<file path="config.mk">
export PLATFORM = sky130hd
export DESIGN_NAME = sah_ctrl
export DESIGN_NICKNAME = d
export VERILOG_FILES = /design/src/rtl/core/sah_pkg.sv /design/src/rtl/core/sah_ctrl.sv
export SDC_FILE = /design/constraint.sdc
export NUM_CORES = 1
export LEC_CHECK = 0
export BUFFER_PORTS_ARGS = -buffer_cell sky130_fd_sc_hd__buf_2
export CAP_MARGIN = 20
export CORE_ASPECT_RATIO = 1.1
export CORE_MARGIN = 3
export CORE_UTILIZATION = 30
export CTS_CLUSTER_SIZE = 12
export DETAILED_ROUTE_END_ITERATION = 12
export PLACE_DENSITY = 0.55
export REMOVE_ABC_BUFFERS = 1
export SLEW_MARGIN = 10
export SYNTH_ARGS = -nofsm -noshare
export SYNTH_HDL_FRONTEND = slang
export SYNTH_SLANG_ARGS = --single-unit
</file>
<file path="constraint.sdc">
create_clock -name clk -period 2.8 [get_ports clk]
set_input_delay 0.28 -clock clk [delete_from_list [all_inputs] [get_ports clk]]
set_output_delay 0.28 -clock clk [all_outputs]
set_load 0.02 [all_outputs]
</file>
<file path="src/rtl/core/sah_pkg.sv">
package sah_pkg;

    // Shared long divider: widest dividend is count * 1000 (42 bits),
    // widest divisor is 2 * duration (33 bits).
    localparam int DIV_NUM_W = 42;
    localparam int DIV_DEN_W = 33;

    localparam int CFG_DATA_W  = 32;
    localparam int CFG_INDEX_W = 2;

    localparam logic [CFG_INDEX_W-1:0] CFG_NORMAL_TEXT  = 2'd0;
    localparam logic [CFG_INDEX_W-1:0] CFG_MIN_DURATION = 2'd1;
    localparam logic [CFG_INDEX_W-1:0] CFG_MIN_CHARS    = 2'd2;
    localparam logic [CFG_INDEX_W-1:0] CFG_MIN_VARIETY  = 2'd3;

    localparam logic [7:0]  RST_NORMAL_TEXT  = 8'd0;
    localparam logic [31:0] RST_MIN_DURATION = 32'd1000;
    localparam logic [15:0] RST_MIN_CHARS    = 16'd30;
    localparam logic [15:0] RST_MIN_VARIETY  = 16'd15;

    localparam logic [1:0] OP_NEW_FILE = 2'd0;
    localparam logic [1:0] OP_RECORD   = 2'd1;
    localparam logic [1:0] OP_READ     = 2'd2;

    localparam logic [1:0] ST_DONE     = 2'd0;
    localparam logic [1:0] ST_FILTERED = 2'd1;
    localparam logic [1:0] ST_RANGE    = 2'd2;

    localparam logic [DIV_NUM_W-1:0] SPEED_SCALE = 42'd120000;
    localparam logic [DIV_NUM_W-1:0] READ_SCALE  = 42'd1000;

    typedef enum logic [1:0] {
        DIV_SPEED = 2'd0,
        DIV_ACC   = 2'd1,
        DIV_READ  = 2'd2
    } div_src_t;

    typedef struct packed {
        logic     take;
        logic     load_in;
        logic     clr_step;
        logic     clear_win;
        logic     win_upd;
        logic     div_start;
        div_src_t div_src;
        logic     rd_speed_q;
        logic     rd_acc_q;
        logic     rd_idx;
        logic     wr_speed;
        logic     wr_acc;
        logic     set_filt;
        logic     set_range;
        logic     norm_load;
        logic     out_load;
    } sah_cmd_t;

    typedef struct packed {
        logic [1:0] opcode;
        logic       pass;
        logic       dur_zero;
        logic       idx_bad;
        logic       div_busy;
        logic       q_spd_ok;
        logic       q_acc_ok;
        logic       acc_go;
        logic       peak_zero;
        logic       clr_last;
        logic       out_free;
    } sah_stat_t;

endpackage

</file>
<file path="src/rtl/core/sah_ctrl.sv">
module sah_ctrl (
    input  logic               clk,
    input  logic               rst_n,
    input  logic               in_valid,
    input  sah_pkg::sah_stat_t stat,
    output sah_pkg::sah_cmd_t  cmd
);
    import sah_pkg::*;

    typedef enum logic [12:0] {
        S_CLEAR   = 13'b0000000000001,
        S_IDLE    = 13'b0000000000010,
        S_DISP    = 13'b0000000000100,
        S_SPD_DIV = 13'b0000000001000,
        S_SPD_CHK = 13'b0000000010000,
        S_SPD_WR  = 13'b0000000100000,
        S_ACC_GO  = 13'b0000001000000,
        S_ACC_DIV = 13'b0000010000000,
        S_ACC_CHK = 13'b0000100000000,
        S_ACC_WR  = 13'b0001000000000,
        S_RD_DATA = 13'b0010000000000,
        S_RD_DIV  = 13'b0100000000000,
        S_FINISH  = 13'b1000000000000
    } state_t;

    state_t state_reg;
    state_t state_next;

    always_ff @(posedge clk or negedge rst_n)
    begin
        if (!rst_n)
        begin
            state_reg <= S_CLEAR;
        end
        else
        begin
            state_reg <= state_next;
        end
    end

    always_comb
    begin
        cmd        = '0;
        cmd.div_src = DIV_SPEED;
        state_next = state_reg;
        unique case (state_reg)
            S_CLEAR:
            begin
                cmd.clr_step = 1'b1;
                if (stat.clr_last)
                begin
                    state_next = S_IDLE;
                end
            end
            S_IDLE:
            begin
                cmd.take = 1'b1;
                if (in_valid)
                begin
                    cmd.load_in = 1'b1;
                    state_next  = S_DISP;
                end
            end
            S_DISP:
            begin
                case (stat.opcode)
                    OP_NEW_FILE:
                    begin
                        cmd.clear_win = 1'b1;
                        state_next    = S_FINISH;
                    end
                    OP_RECORD:
                    begin
                        if (!stat.pass)
                        begin
                            cmd.set_filt = 1'b1;
                            state_next   = S_FINISH;
                        end
                        else
                        begin
                            cmd.win_upd = 1'b1;
                            if (stat.dur_zero)
                            begin
                                state_next = S_ACC_GO;
                            end
                            else
                            begin
                                cmd.div_start = 1'b1;
                                cmd.div_src   = DIV_SPEED;
                                state_next    = S_SPD_DIV;
                            end
                        end
                    end
                    OP_READ:
                    begin
                        if (stat.idx_bad)
                        begin
                            cmd.set_range = 1'b1;
                            state_next    = S_FINISH;
                        end
                        else
                        begin
                            cmd.rd_idx = 1'b1;
                            state_next = S_RD_DATA;
                        end
                    end
                    default:
                    begin
                        state_next = S_FINISH;
                    end
                endcase
            end
            S_SPD_DIV:
            begin
                if (!stat.div_busy)
                begin
                    state_next = S_SPD_CHK;
                end
            end
            S_SPD_CHK:
            begin
                if (stat.q_spd_ok)
                begin
                    cmd.rd_speed_q = 1'b1;
                    state_next     = S_SPD_WR;
                end
                else
                begin
                    state_next = S_ACC_GO;
                end
            end
            S_SPD_WR:
            begin
                cmd.wr_speed = 1'b1;
                state_next   = S_ACC_GO;
            end
            S_ACC_GO:
            begin
                if (stat.acc_go)
                begin
                    cmd.div_start = 1'b1;
                    cmd.div_src   = DIV_ACC;
                    state_next    = S_ACC_DIV;
                end
                else
                begin
                    state_next = S_FINISH;
                end
            end
            S_ACC_DIV:
            begin
                if (!stat.div_busy)
                begin
                    state_next = S_ACC_CHK;
                end
            end
            S_ACC_CHK:
            begin
                if (stat.q_acc_ok)
                begin
                    cmd.rd_acc_q = 1'b1;
                    state_next   = S_ACC_WR;
                end
                else
                begin
                    state_next = S_FINISH;
                end
            end
            S_ACC_WR:
            begin
                cmd.wr_acc = 1'b1;
                state_next = S_FINISH;
            end
            S_RD_DATA:
            begin
                if (stat.peak_zero)
                begin
                    state_next = S_FINISH;
                end
                else
                begin
                    cmd.div_start = 1'b1;
                    cmd.div_src   = DIV_READ;
                    state_next    = S_RD_DIV;
                end
            end
            S_RD_DIV:
            begin
                if (!stat.div_busy)
                begin
                    cmd.norm_load = 1'b1;
                    state_next    = S_FINISH;
                end
            end
            S_FINISH:
            begin
                if (stat.out_free)
                begin
                    cmd.out_load = 1'b1;
                    state_next   = S_IDLE;
                end
            end
            default:
            begin
                state_next = S_IDLE;
            end
        endcase
    end

endmodule

</file>
==> run summary, run 1 <==
The hold slack came out at 0.137 ns. The post-synthesis to final-layout area growth is 19.3%. The tightest min-delay check is of the in -> reg type. The number of max-slew violations in the final report is 0. The clock net in this run drives a total of 13 sinks. The total overflow left after global routing is 0.

Dividing the final minimum period by the clock period gives 0.943. The height of the die is 69.5 um. The final antenna diode count came out at 0. The post-route minimum period is 2.64 ns. The highest achievable clock rate came out at 379 MHz. Counting flops and latches in the post-synthesis netlist gives 13. The initial utilization of the core area, before any placement, comes to 0.320. In this run the static leakage power is 0.680 nW.

The first-pass GRT wire length came out at 4.64 mm. After the flow finishes, the layout carries non-filler instances totaling 203. The via-per-instance ratio came out at 5.00. The final layout contains 174 nets. During synthesis, Yosys emitted a total of 0 warnings.

The number of flip-flops under the largest register name came out at 13. The critical path is of the reg -> out type. Max-cap violations in this run came to 0. Of the total power, combinational logic draws 0.484. The pin count of the biggest net entering global routing came out at 14. The netlist area before placement is 1100 um^2. The area of combinational cells with multiple inputs came out at 709 um^2. The routed design has 2.72 mm of wire. The count of antenna-violating nets left after detailed routing came out at 0.

The final number of hold-violating endpoints is 0. The row count is 22. The worst relative slew slack came out at 0.726. The switching power is 0.000301 W.

The vias after detailed routing is 1016. The worst-skew pair later-pin latency is 0.28 ns. After the first detailed-routing iteration, the DRC count stood at 87. After detailed routing, the average wire length per cell comes to 13.4 um. The floorplan step set the die width to 63.8 um. The final setup skew is 0.00937 ns. Setup violations remaining at the end of the flow were counted as 0. The root buffer cell is sky130_fd_sc_hd__clkbuf_4. The number of placed instances, taps included is 198. At the worst endpoint, the required time is 2.52 ns. Setup repair after global routing could not meet its margin everywhere. The internal power is 0.000408 W. The DRC violation count after routing came out at 0. Data on the critical path arrives at its endpoint at 2.36 ns.

The wire-length estimate of the detail-placed layout is 2.12 mm. TritonCTS built the clock tree. For this run, the total global-route usage over all layers was measured as 0.129.

TritonCTS created 3 clock buffers. IR analysis of the VDD net gives a maximum drop of 0.128 mV. The fraction of registers with async set/reset came out at 1.00.

The quantity of I/O buffers inserted on ports is 31. The worst setup slack after layout came out at 0.160 ns. The power per cell area came out at 540 nW/um^2. The fraction of the yosys area taken by sequential cells is 0.297. The post-CTS repair timing setup buffer count came out at 0.

In this run the mean area of a mapped cell was 8.67 um^2. For the pin with the worst max-slew slack, the measured transition is 0.407 ns. In this run the count of I/O pins placed on the die edge is 32. The die covers 4430 um^2. The region available for standard cell placement spans 3440 um^2. The count of mapped cells out of synthesis came out at 127. The sequential fraction of design power came out at 0.345. The worst-path maximum fanout is 11. The flow ran to the end, and the final reports show no timing, DRC or antenna violations. The clock network fraction of design power is 0.171.

The number of global-route vias before repair is 979. In the synthesized netlist the dominant register cell turns out to be sky130_fd_sc_hd__dfrtp_1. In this run the number of H-tree levels came out at 1. The detailed-routing iteration count for the pre-antenna-repair pass is 4. The number of synthesized flops with an enable pin came out at 0. The worst slack after detailed placement came out at 0.414 ns.

The deepest clock path buffer count is 2. The setup TNS after final layout is 0 ns. The clock-pin slew reported for the worst setup and hold paths after clock tree synthesis came out at 0.09 ns. Synthesis instantiated 46 different standard cells from the library. The layout cell share with drive strength beyond 1 came out at 0.284. Fill cells in the final layout number 361.

In the final layout, flip-flops and latches occupy 327 um^2. The initial antenna violation count came out at 0. The final weighted congestion in routability-driven placement came out at 0.734. The worst setup path is launched from a flop. STA classifies the critical path endpoint as a primary output.

The switching share of power came out at 0.424. The sum of internal, switching and leakage power came out at 0.000709 W.
cell type report:
cell class                 count  area share
clock buffer                   4      0.0200
inverter                       7      0.0200
multi-input combinational     99       0.540
sequential                    13       0.249
tap                           48      0.0457
timing repair buffer          32       0.126
metal layers:
metal | global-route usage | share of wire | vias up | wire (um)
met4 | 0.0504 | 0.0077 | 0 | 21
met2 | 0.208 | 0.50 | 22 | 1350
met1 | 0.174 | 0.46 | 469 | 1260
li1 | - | - | 523 | -
met5 | 0 | 0 | - | 0
met3 | 0.0146 | 0.031 | 2 | 85
worst max-delay path, cell delays in order, from the launching register on:
cell and delay, ns:
sky130_fd_sc_hd__dfrtp_1 0.48, sky130_fd_sc_hd__or4_1 0.61, sky130_fd_sc_hd__nor3_1 0.37, sky130_fd_sc_hd__nand2_1 0.20
sky130_fd_sc_hd__nor3b_1 0.22, sky130_fd_sc_hd__buf_2 0.20
metrics by stage:
stage / cell area (um^2) / util
after floorplan: 1060 / -
after global placement: 1280 / 0.371
after detailed placement: 1280 / 0.371
after CTS: 1310 / 0.382
after global routing: 1310 / 0.382
final: 1310 / 0.382
synthesized netlist by cell type (all sizes together) (4+ instances only):
cell / number / area (um^2)
nor2: 14 / 52.6
nor4b: 7 / 88.8
o21ai: 4 / 20.0
dfrtp: 12 / 300
inv: 7 / 26.3
nand2: 7 / 26.3
nand3: 7 / 35.0
and2: 5 / 31.3
nor3: 7 / 35.0
clkbuf: 6 / 22.5
nor2b: 7 / 43.8
nor4: 5 / 46.3
layout by cell type (no fill, tap or decap), types with 4 or more instances in the layout:
cell type	netlist	routed
sky130_fd_sc_hd__nor4_1	4	4
sky130_fd_sc_hd__inv_1	7	7
sky130_fd_sc_hd__dfrtp_1	12	12
sky130_fd_sc_hd__o21ai_0	4	4
sky130_fd_sc_hd__nor3_1	7	7
sky130_fd_sc_hd__nand2_1	7	7
sky130_fd_sc_hd__nor4b_1	4	4
sky130_fd_sc_hd__buf_2	1	31
sky130_fd_sc_hd__nor2b_1	7	7
sky130_fd_sc_hd__nor2_1	14	14
sky130_fd_sc_hd__nand3_1	7	7
sky130_fd_sc_hd__and2_1	5	5
repair_timing:
item	4_1_cts	5_1_grt
resized for setup	0	0
hold buffers	1	0
endpoints found under the setup margin	0	1
hold endpoints to repair	12	0
path summary, 6_finish.rpt:
| check | startpoint | to | slack (ns) | cells past startpoint |
|---|---|---|---|---|
| hold reg to reg | state_reg[3] | state_reg[4] | 0.66 | 2 |
| max in group asynchronous | rst_n | state_reg[0] | 2.10 | 2 |
| hold / removal | stat[1] | state_reg[0] | 0.14 | 2 |
| setup / recovery | state_reg[9] | cmd[5] | 0.16 | 5 |
| setup reg to reg | state_reg[3] | state_reg[1] | 0.42 | 5 |
| min in group asynchronous | rst_n | state_reg[9] | 0.40 | 2 |
power groups by stage:
stage	clock network [W]	registers, W	logic [W]
finish	0.000121	0.000245	0.000343
global route	0.000134	0.000249	0.000378
CTS	0.000124	0.000244	0.000348
detailed placement	0	0.000248	0.000346
global placement	0	0.000249	0.000343
floorplan	0	0.000238	0.000261
kinds of logic after synthesis:
logic type      share of synthesized area
simple gates                        0.435
compound gates                      0.145
buf+inv                            0.0591
flops                               0.297
fa+ha+maj                          0.0341
xor+xnor                           0.0159
mux                                0.0136
(Power assumes the default switching activity.)
==> run 2, diff against run 1 <==
- ABC_AREA: unset -> 1
==> run summary, run 2 <==
The end point of the worst hold path is state_reg[10] (was state_reg[0]). The detailed-routing iteration count for the pre-antenna-repair pass is 4 (unchanged). The DRC violation count after routing came out at 0 (unchanged). The pin count of the biggest net entering global routing came out at 14 (unchanged). The number of placed instances, taps included is 241 (was 198). The TritonCTS buffer count came out at 3 (unchanged). The number of max-slew violations in the final report is 0 (unchanged). The setup TNS after final layout is 0 ns (unchanged). The count of antenna-violating nets left after detailed routing came to 0 (unchanged). The initial core utilization came out at 0.323 (was 0.320). The category of the critical setup timing path is reg -> out (unchanged). Run status: finished clean (unchanged). The maximum vdd drop is 0.206 mV (was 0.128 mV).

The clock-pin slew reported for the worst setup and hold paths after clock tree synthesis came out at 0.09 ns (about the same). The data arrival at the endpoint of the critical path came out at 1.89 ns (was 2.36 ns). The TritonCTS clock tree was done (unchanged).

The count of yosys warnings during synthesis was 0 (unchanged). The predominant post-synthesis flop cell was sky130_fd_sc_hd__dfrtp_1 (unchanged). The data required time of the worst path is 2.52 ns (about the same). The transition time at the pin with the least slew margin is 0.352 ns (was 0.407 ns). The mean instance size in the synthesized netlist was 6.81 um^2 (was 8.67 um^2). The terminus of the critical flop-to-flop path is state_reg[1] (unchanged). The worst min-delay path startpoint is stat[7] (was stat[1]). Top cell types by occurrence after synthesis: sky130_fd_sc_hd__nor2_1, sky130_fd_sc_hd__inv_1, sky130_fd_sc_hd__nand2_1 (was sky130_fd_sc_hd__nor2_1, sky130_fd_sc_hd__dfrtp_1).

The via-per-instance ratio is 4.29 (was 5.00). The netlist area before placement came out at 1110 um^2 (was 1100 um^2). The delay of the slowest cell on the worst path is 0.41 ns (was 0.61 ns).

The area of the placeable core is 3440 um^2 (unchanged). The total of flip-flops plus latches after synthesis is 13 (unchanged). The count of cells along the worst register-to-register path came out at 9 (was 5). The number of design-rule violations left by the first detailed-router iteration is 72 (was 87). The standby leakage power came out at 0.840 nW (was 0.680 nW). The root buffer cell is sky130_fd_sc_hd__clkbuf_4 (unchanged). The final antenna diode count is 0 (unchanged).

The total routing resource utilization after global routing is 0.125 (was 0.129). The reg2reg setup slack came out at 1.09 ns (was 0.42 ns). The worst relative slew slack came out at 0.765 (was 0.726).

The number of global-route vias before repair is 1020 (was 979). The slowest cell on the critical path is sky130_fd_sc_hd__dfrtp_1 (was sky130_fd_sc_hd__or4_1). The hold slack came out at 0.177 ns (was 0.137 ns).

The fraction of registers with async set/reset is 1.00 (unchanged). The post-synthesis to final-layout area growth is 21.6% (was 19.3%). The category of the worst setup path capture point is a primary output (unchanged). The count of mapped cells out of synthesis is 163 (was 127).

The full die area is 4470 um^2 (was 4430 um^2). The post-route minimum period came out at 2.17 ns (was 2.64 ns). The number of flip-flops under the largest register name is 13 (unchanged). The startpoint kind of the worst setup timing path is a flop (unchanged). The routed wire length per instance came out at 10.7 um (was 13.4 um).

The first-pass GRT wire length came out at 4.44 mm (was 4.64 mm). Cell-by-cell trace of the critical path: nor2_2 -> nand2_2 -> nor2_4 -> nand2_2 -> nor2_2 -> nand2_1 -> nand3_1 -> buf_2 (was or4_1 -> nor3_1 -> nand2_1 -> nor3b_1 -> buf_2). Area contributors post-synth: sky130_fd_sc_hd__dfrtp_1, sky130_fd_sc_hd__nor2_1, sky130_fd_sc_hd__inv_1, sky130_fd_sc_hd__nand2_1, sky130_fd_sc_hd__nand3_1 (was sky130_fd_sc_hd__dfrtp_1, sky130_fd_sc_hd__nor2_1, sky130_fd_sc_hd__nor2b_1, sky130_fd_sc_hd__ha_1, sky130_fd_sc_hd__nand3_1).

The class of the tightest hold or removal check was in -> reg (unchanged). Unrepaired setup endpoints after global routing: false (was true). The post-DP HPWL came out at 2.24 mm (was 2.12 mm). The largest area contributor in the netlist is sky130_fd_sc_hd__dfrtp_1 (unchanged). The quantity of I/O buffers inserted on ports came out at 31 (unchanged). The deepest clock path buffer count came out at 2 (unchanged). The count of endpoints failing setup in the final report came out at 0 (unchanged).

The post-cts repair resize count is 0 (unchanged). The layout cell share with drive strength beyond 1 is 0.318 (was 0.284). The hold-critical path depth came out at 2 (unchanged). The number of nets in the finished design was 217 (was 174). The worst flop-to-flop path startpoint is state_reg[9] (was state_reg[3]).

The height of the die is 69.8 um (was 69.5 um). The distinct cell type count after synthesis is 22 (was 46). The area share of the leading cell type in the synthesized netlist is 0.271 (was 0.273). The most common library cell in the layout ignoring fill and taps is sky130_fd_sc_hd__nor2_1 (was sky130_fd_sc_hd__buf_2). The fraction of the yosys area taken by sequential cells is 0.294 (was 0.297). The final non-filler cell total is 246 (was 203).

The initial antenna violation count came out at 0 (unchanged). The highest achievable clock rate is 460 MHz (was 379 MHz). The post-route fraction of the period consumed by the critical path is 0.776 (was 0.943). The I/O pin count is 32 (unchanged). The global route total overflow is 0 (unchanged). The CTS sink count is 13 (unchanged). The number of buffers inserted for hold repair after clock tree synthesis came to 1 (unchanged). The total wire length after detailed routing is 2.62 mm (was 2.72 mm). Most used cells in the layout excluding fill and tap cells: sky130_fd_sc_hd__nor2_1, sky130_fd_sc_hd__buf_2, sky130_fd_sc_hd__inv_1 (was sky130_fd_sc_hd__buf_2, sky130_fd_sc_hd__nor2_1, sky130_fd_sc_hd__dfrtp_1).

The vias after detailed routing is 1056 (was 1016). The final weighted congestion in routability-driven placement is 0.842 (was 0.734). The leading cell type by number of instances after synthesis is sky130_fd_sc_hd__nor2_1 (unchanged).

The number of synthesized flops with an enable pin came out at 0 (unchanged). The H-tree depth came out at 1 (unchanged). The worst-skew pair later-pin latency came out at 0.29 ns (was 0.28 ns). The final number of hold-violating endpoints is 0 (unchanged). The worst-path maximum fanout is 12 (was 11). The row count is 22 (unchanged). The number of max-cap violations came out at 0 (unchanged).

The width of the chip was 64.0 um (was 63.8 um). The power per cell area came out at 539 nW/um^2 (was 540 nW/um^2). The post-CTS repair timing setup buffer count is 0 (unchanged). The final setup skew was 0.0114 ns (was 0.00937 ns).
## run 2: changes by cell type after synthesis, sizes merged, moves of 4 or more
cell,delta
nand3,+14
nor2,+32
nor2b,-7
and2,-4
nor4,-5
nor3,-5
inv,+24
nor4b,-7
nand2,+32
clkbuf,-6
## run 2: worst max-delay path, delay by kind of cell, from the launching register on
kind                   cells  cell delay, ns
AND/OR/NAND/NOR            7            1.02
flip-flops                 1            0.41
buffers and inverters      1            0.16
## run 2: area by class of cell
cell class	instances	area, um^2
fill	381	2090
multi-input combinational	118	653
sequential	13	327
timing repair buffer	32	165
inverter	31	119
tap	48	60.1
clock buffer	4	26.3
## run 2: kinds of logic (layout without fill, tap and decap cells)
| logic type | after synthesis | in the layout | share of synthesized area |
|---|---|---|---|
| simple gates | 110 | 110 | 0.530 |
| compound gates | 5 | 5 | 0.0248 |
| buf+inv | 32 | 67 | 0.117 |
| flops | 13 | 13 | 0.294 |
| fa+ha+maj | 3 | 3 | 0.0338 |
## run 2: how the worst max path moves through the flow
stage	startpoint	to	slack [ns]
floorplan	state_reg[3]	cmd[11]	0.97
finish	state_reg[9]	cmd[11]	0.63
global route	state_reg[12]	cmd[11]	0.48
detailed placement	state_reg[12]	cmd[11]	0.94
global placement	state_reg[12]	cmd[11]	0.90
CTS	state_reg[9]	cmd[11]	0.61
## run 2: through the flow
step	utilization	total power [W]	worst slack (ns)	cell area [um^2]
finish	0.392	0.000728	0.628	1350
CTS	0.392	0.000734	0.613	1350
global placement	0.382	0.000612	0.905	1310
global route	0.392	0.000794	0.485	1350
detailed placement	0.382	0.000608	0.944	1310
floorplan	-	0.000523	0.974	1100
## run 2: per-layer routing
metal | track usage | share of wire | wire, um
met1 | 0.158 | 0.45 | 1180
met2 | 0.209 | 0.48 | 1250
met3 | 0.0211 | 0.054 | 141
met4 | 0.0504 | 0.020 | 53
met5 | 0 | 0 | 0
## run 2: where the power goes
group          total [W]  leakage [nW]  internal (W)  switching [W]
Combinational   0.000386         0.651      0.000126       0.000260
Sequential      0.000218         0.174      0.000207      0.0000110
Clock           0.000124        0.0150     0.0000554      0.0000686
==> run 3, diff against run 2 <==
- PLACE_DENSITY: 0.55 -> 0.57
- clock period: 2.8 -> 1.85 ns (I/O delays scaled with it)
==> run summary, run 3 (synthesis results as in run 2) <==
The reg2reg setup slack came out at 0.14 ns (was 1.09 ns). The internal power is 0.000673 W (was 0.000388 W). The sum of internal, switching and leakage power came out at 0.00125 W (was 0.000728 W).

The power per cell area came to 812 nW/um^2 (was 539 nW/um^2). The number of design-rule violations left by the first detailed-router iteration is 41 (was 72). The deepest clock path buffer count came to 2 (unchanged). The kind of cell adding the most delay to the critical path is simple AND/OR/NAND/NOR gates (unchanged). The pin count of the biggest net entering global routing came out at 14 (unchanged). The data required time of the worst path came out at 1.66 ns (was 2.52 ns). Run status: finished clean (unchanged).

The switching share of power is 0.461 (was 0.467). The number of global-route vias before repair is 1046 (was 1020). The initial antenna violation count came to 0 (unchanged). The count of filler cells inserted in the layout is 374 (was 381). The worst path needs 1.80 ns of the cycle, external delays included. The width of the chip is 64.0 um (unchanged). The class of the tightest hold or removal check is in -> reg (unchanged). The clock-pin slew reported for the worst setup and hold paths after clock tree synthesis came out at 0.08 ns (was 0.09 ns).

The routed wire length per instance is 11.2 um (was 10.7 um). The CTS sink count came to 13 (unchanged). The wire length the detailed router placed on met1 came out at 1.31 mm (was 1.18 mm).

The startpoint kind of the worst setup timing path is a flop (unchanged). The total wire length after detailed routing is 2.91 mm (was 2.62 mm). The number of max-slew violations in the final report is 0 (unchanged).

The I/O pin count is 32 (unchanged). The number of max-cap violations came out at 0 (unchanged). The most common library cell in the layout ignoring fill and taps is sky130_fd_sc_hd__nor2_1 (unchanged). The height of the die came out at 69.8 um (unchanged). The post-DP HPWL came out at 2.22 mm (was 2.24 mm). The worst relative slew slack was 0.785 (was 0.765). The final weighted congestion in routability-driven placement came out at 0.785 (was 0.842). The H-tree depth came out at 1 (unchanged). The amount of wire on met2 after detailed routing is 1.41 mm (was 1.25 mm). Most used cells in the layout excluding fill and tap cells: sky130_fd_sc_hd__nor2_1, sky130_fd_sc_hd__inv_1, sky130_fd_sc_hd__nand2_1, sky130_fd_sc_hd__buf_2, sky130_fd_sc_hd__nand3_1 (was sky130_fd_sc_hd__nor2_1, sky130_fd_sc_hd__buf_2, sky130_fd_sc_hd__inv_1). The first-pass GRT wire length came out at 4.64 mm (was 4.44 mm). The clock network fraction of design power is 0.145 (was 0.170).

The global route total overflow came out at 0 (unchanged). The category of the worst setup path capture point is a primary output (unchanged). The vias after detailed routing is 1121 (was 1056). The flip-flop and latch area is 327 um^2 (unchanged). The utilization after layout is 0.447 (was 0.392). The via-per-instance ratio came to 4.31 (was 4.29). The delay of the slowest cell on the worst path came out at 0.41 ns (about the same).

The number of placed instances, taps included came out at 242 (was 241). The detailed-routing iteration count for the pre-antenna-repair pass is 4 (unchanged). The full die area came to 4470 um^2 (unchanged). The TritonCTS buffer count is 3 (unchanged). The buffers plus inverters on the worst setup path came out at 4 (was 1). The initial core utilization is 0.323 (unchanged). The number of nets in the finished design is 231 (was 217). The wire length on met3 is 158 um (was 141 um). Cell-by-cell trace of the critical path: inv_1 -> buf_4 -> nand3_1 -> nor2_2 -> nand2_2 -> nor2_2 -> inv_1 -> nand3_1 -> buf_6 (was nor2_2 -> nand2_2 -> nor2_4 -> nand2_2 -> nor2_2 -> nand2_1 -> nand3_1 -> buf_2). The transition time at the pin with the least slew margin is 0.322 ns (was 0.352 ns). The layout cell share with drive strength beyond 1 came out at 0.392 (was 0.318). The data arrival at the endpoint of the critical path came to 1.61 ns (was 1.89 ns). The highest achievable clock rate came out at 556 MHz.

The standby leakage power is 0.924 nW (was 0.840 nW). The number of flip-flops under the largest register name came out at 13 (unchanged). The final antenna diode count is 0 (unchanged). The topmost layer with routed signal wires was met4 (unchanged).

The area of combinational cells with multiple inputs is 711 um^2 (was 653 um^2). The root buffer cell is sky130_fd_sc_hd__clkbuf_4 (unchanged). The TritonCTS clock tree is done (unchanged). The DRC violation count after routing is 0 (unchanged). The post-synthesis to final-layout area growth is 38.7% (was 21.6%). The final number of hold-violating endpoints came to 0 (unchanged). Dividing the final minimum period by the clock period gives 0.972. The portion of total power attributed to combinational logic came out at 0.580 (was 0.530). The hold-critical path depth came out at 2 (unchanged).

The worst-path maximum fanout was 4 (was 12). The final non-filler cell total came out at 260 (was 246). The count of antenna-violating nets left after detailed routing was 0 (unchanged).

The switching power came out at 0.000576 W (was 0.000340 W). Unrepaired setup endpoints after global routing: true (was false). The worst-skew pair later-pin latency is 0.28 ns (was 0.29 ns). The cell count along the critical path came out at 9 (was 8). The area of the placeable core came to 3440 um^2 (unchanged). The final setup skew came out at 0.00301 ns (was 0.0114 ns). The slowest cell on the critical path was sky130_fd_sc_hd__dfrtp_1 (unchanged). The count of cells along the worst register-to-register path came out at 11 (was 9). The category of the critical setup timing path is reg -> out (unchanged). The count of endpoints failing setup in the final report is 0 (unchanged).

The maximum vdd drop came out at 0.476 mV (was 0.206 mV). The quantity of I/O buffers inserted on ports came out at 31 (unchanged). The sequential fraction of design power came out at 0.275 (was 0.299). The row count is 22 (unchanged).

The total routing resource utilization after global routing is 0.131 (was 0.125).
run 3: cell count changes in the layout (fill, tap and decap cells not counted), moves of 2 or more:
| cell | previous run | this run |
|---|---|---|
| sky130_fd_sc_hd__nand2_1 | 29 | 27 |
| sky130_fd_sc_hd__nor2_4 | 3 | 10 |
| sky130_fd_sc_hd__nand2_2 | 5 | 7 |
| sky130_fd_sc_hd__buf_4 | 0 | 16 |
| sky130_fd_sc_hd__nor2_2 | 9 | 4 |
| sky130_fd_sc_hd__buf_2 | 31 | 27 |
| sky130_fd_sc_hd__nor2_1 | 33 | 31 |
run 3: power groups by stage:
stage                     combinational (W)  clock [W]  sequential [W]
after floorplan                    0.000459          0        0.000333
after global routing               0.000794   0.000201        0.000346
after global placement             0.000598          0        0.000336
after CTS                          0.000689   0.000189        0.000341
final                              0.000725   0.000181        0.000343
after detailed placement           0.000603          0        0.000339
run 3: repair_timing:
item,CTS,global route
pin swaps,3,9
hold buffers,1,0
endpoints found under the setup margin,5,9
resized for setup,5,14
setup buffers,7,6
endpoints found under the hold margin,12,0
run 3: worst paths after layout:
kind,startpoint,endpoint
max in group asynchronous,rst_n,state_reg[0]
min in group asynchronous,rst_n,state_reg[1]
hold / removal,stat[7],state_reg[10]
setup / recovery,state_reg[12],cmd[11]
setup reg to reg,state_reg[8],state_reg[1]
hold reg to reg,state_reg[11],state_reg[11]
run 3: area by class of cell:
cell class | count | area share
clock buffer | 4 | 0.0171
multi-input combinational | 118 | 0.462
sequential | 13 | 0.212
timing repair buffer | 46 | 0.193
inverter | 31 | 0.0772
tap | 48 | 0.0390
run 3: per-layer routing:
metal	GRT usage	up-vias
met5	0	-
met4	0.0504	0
met3	0.0194	4
met2	0.195	32
met1	0.188	497
li1	-	588
run 3: metrics by stage:
stage	hold slack, ns	setup WS, ns	setup TNS (ns)	instance area [um^2]
global placement	0.0937	0.186	0	1320
global route	0.0955	-0.0544	-0.0864	1540
floorplan	-0.111	0.119	0	1100
CTS	0.0805	0.00472	0	1450
finish	0.0858	0.0513	0	1540
detailed placement	0.0983	0.151	0	1320
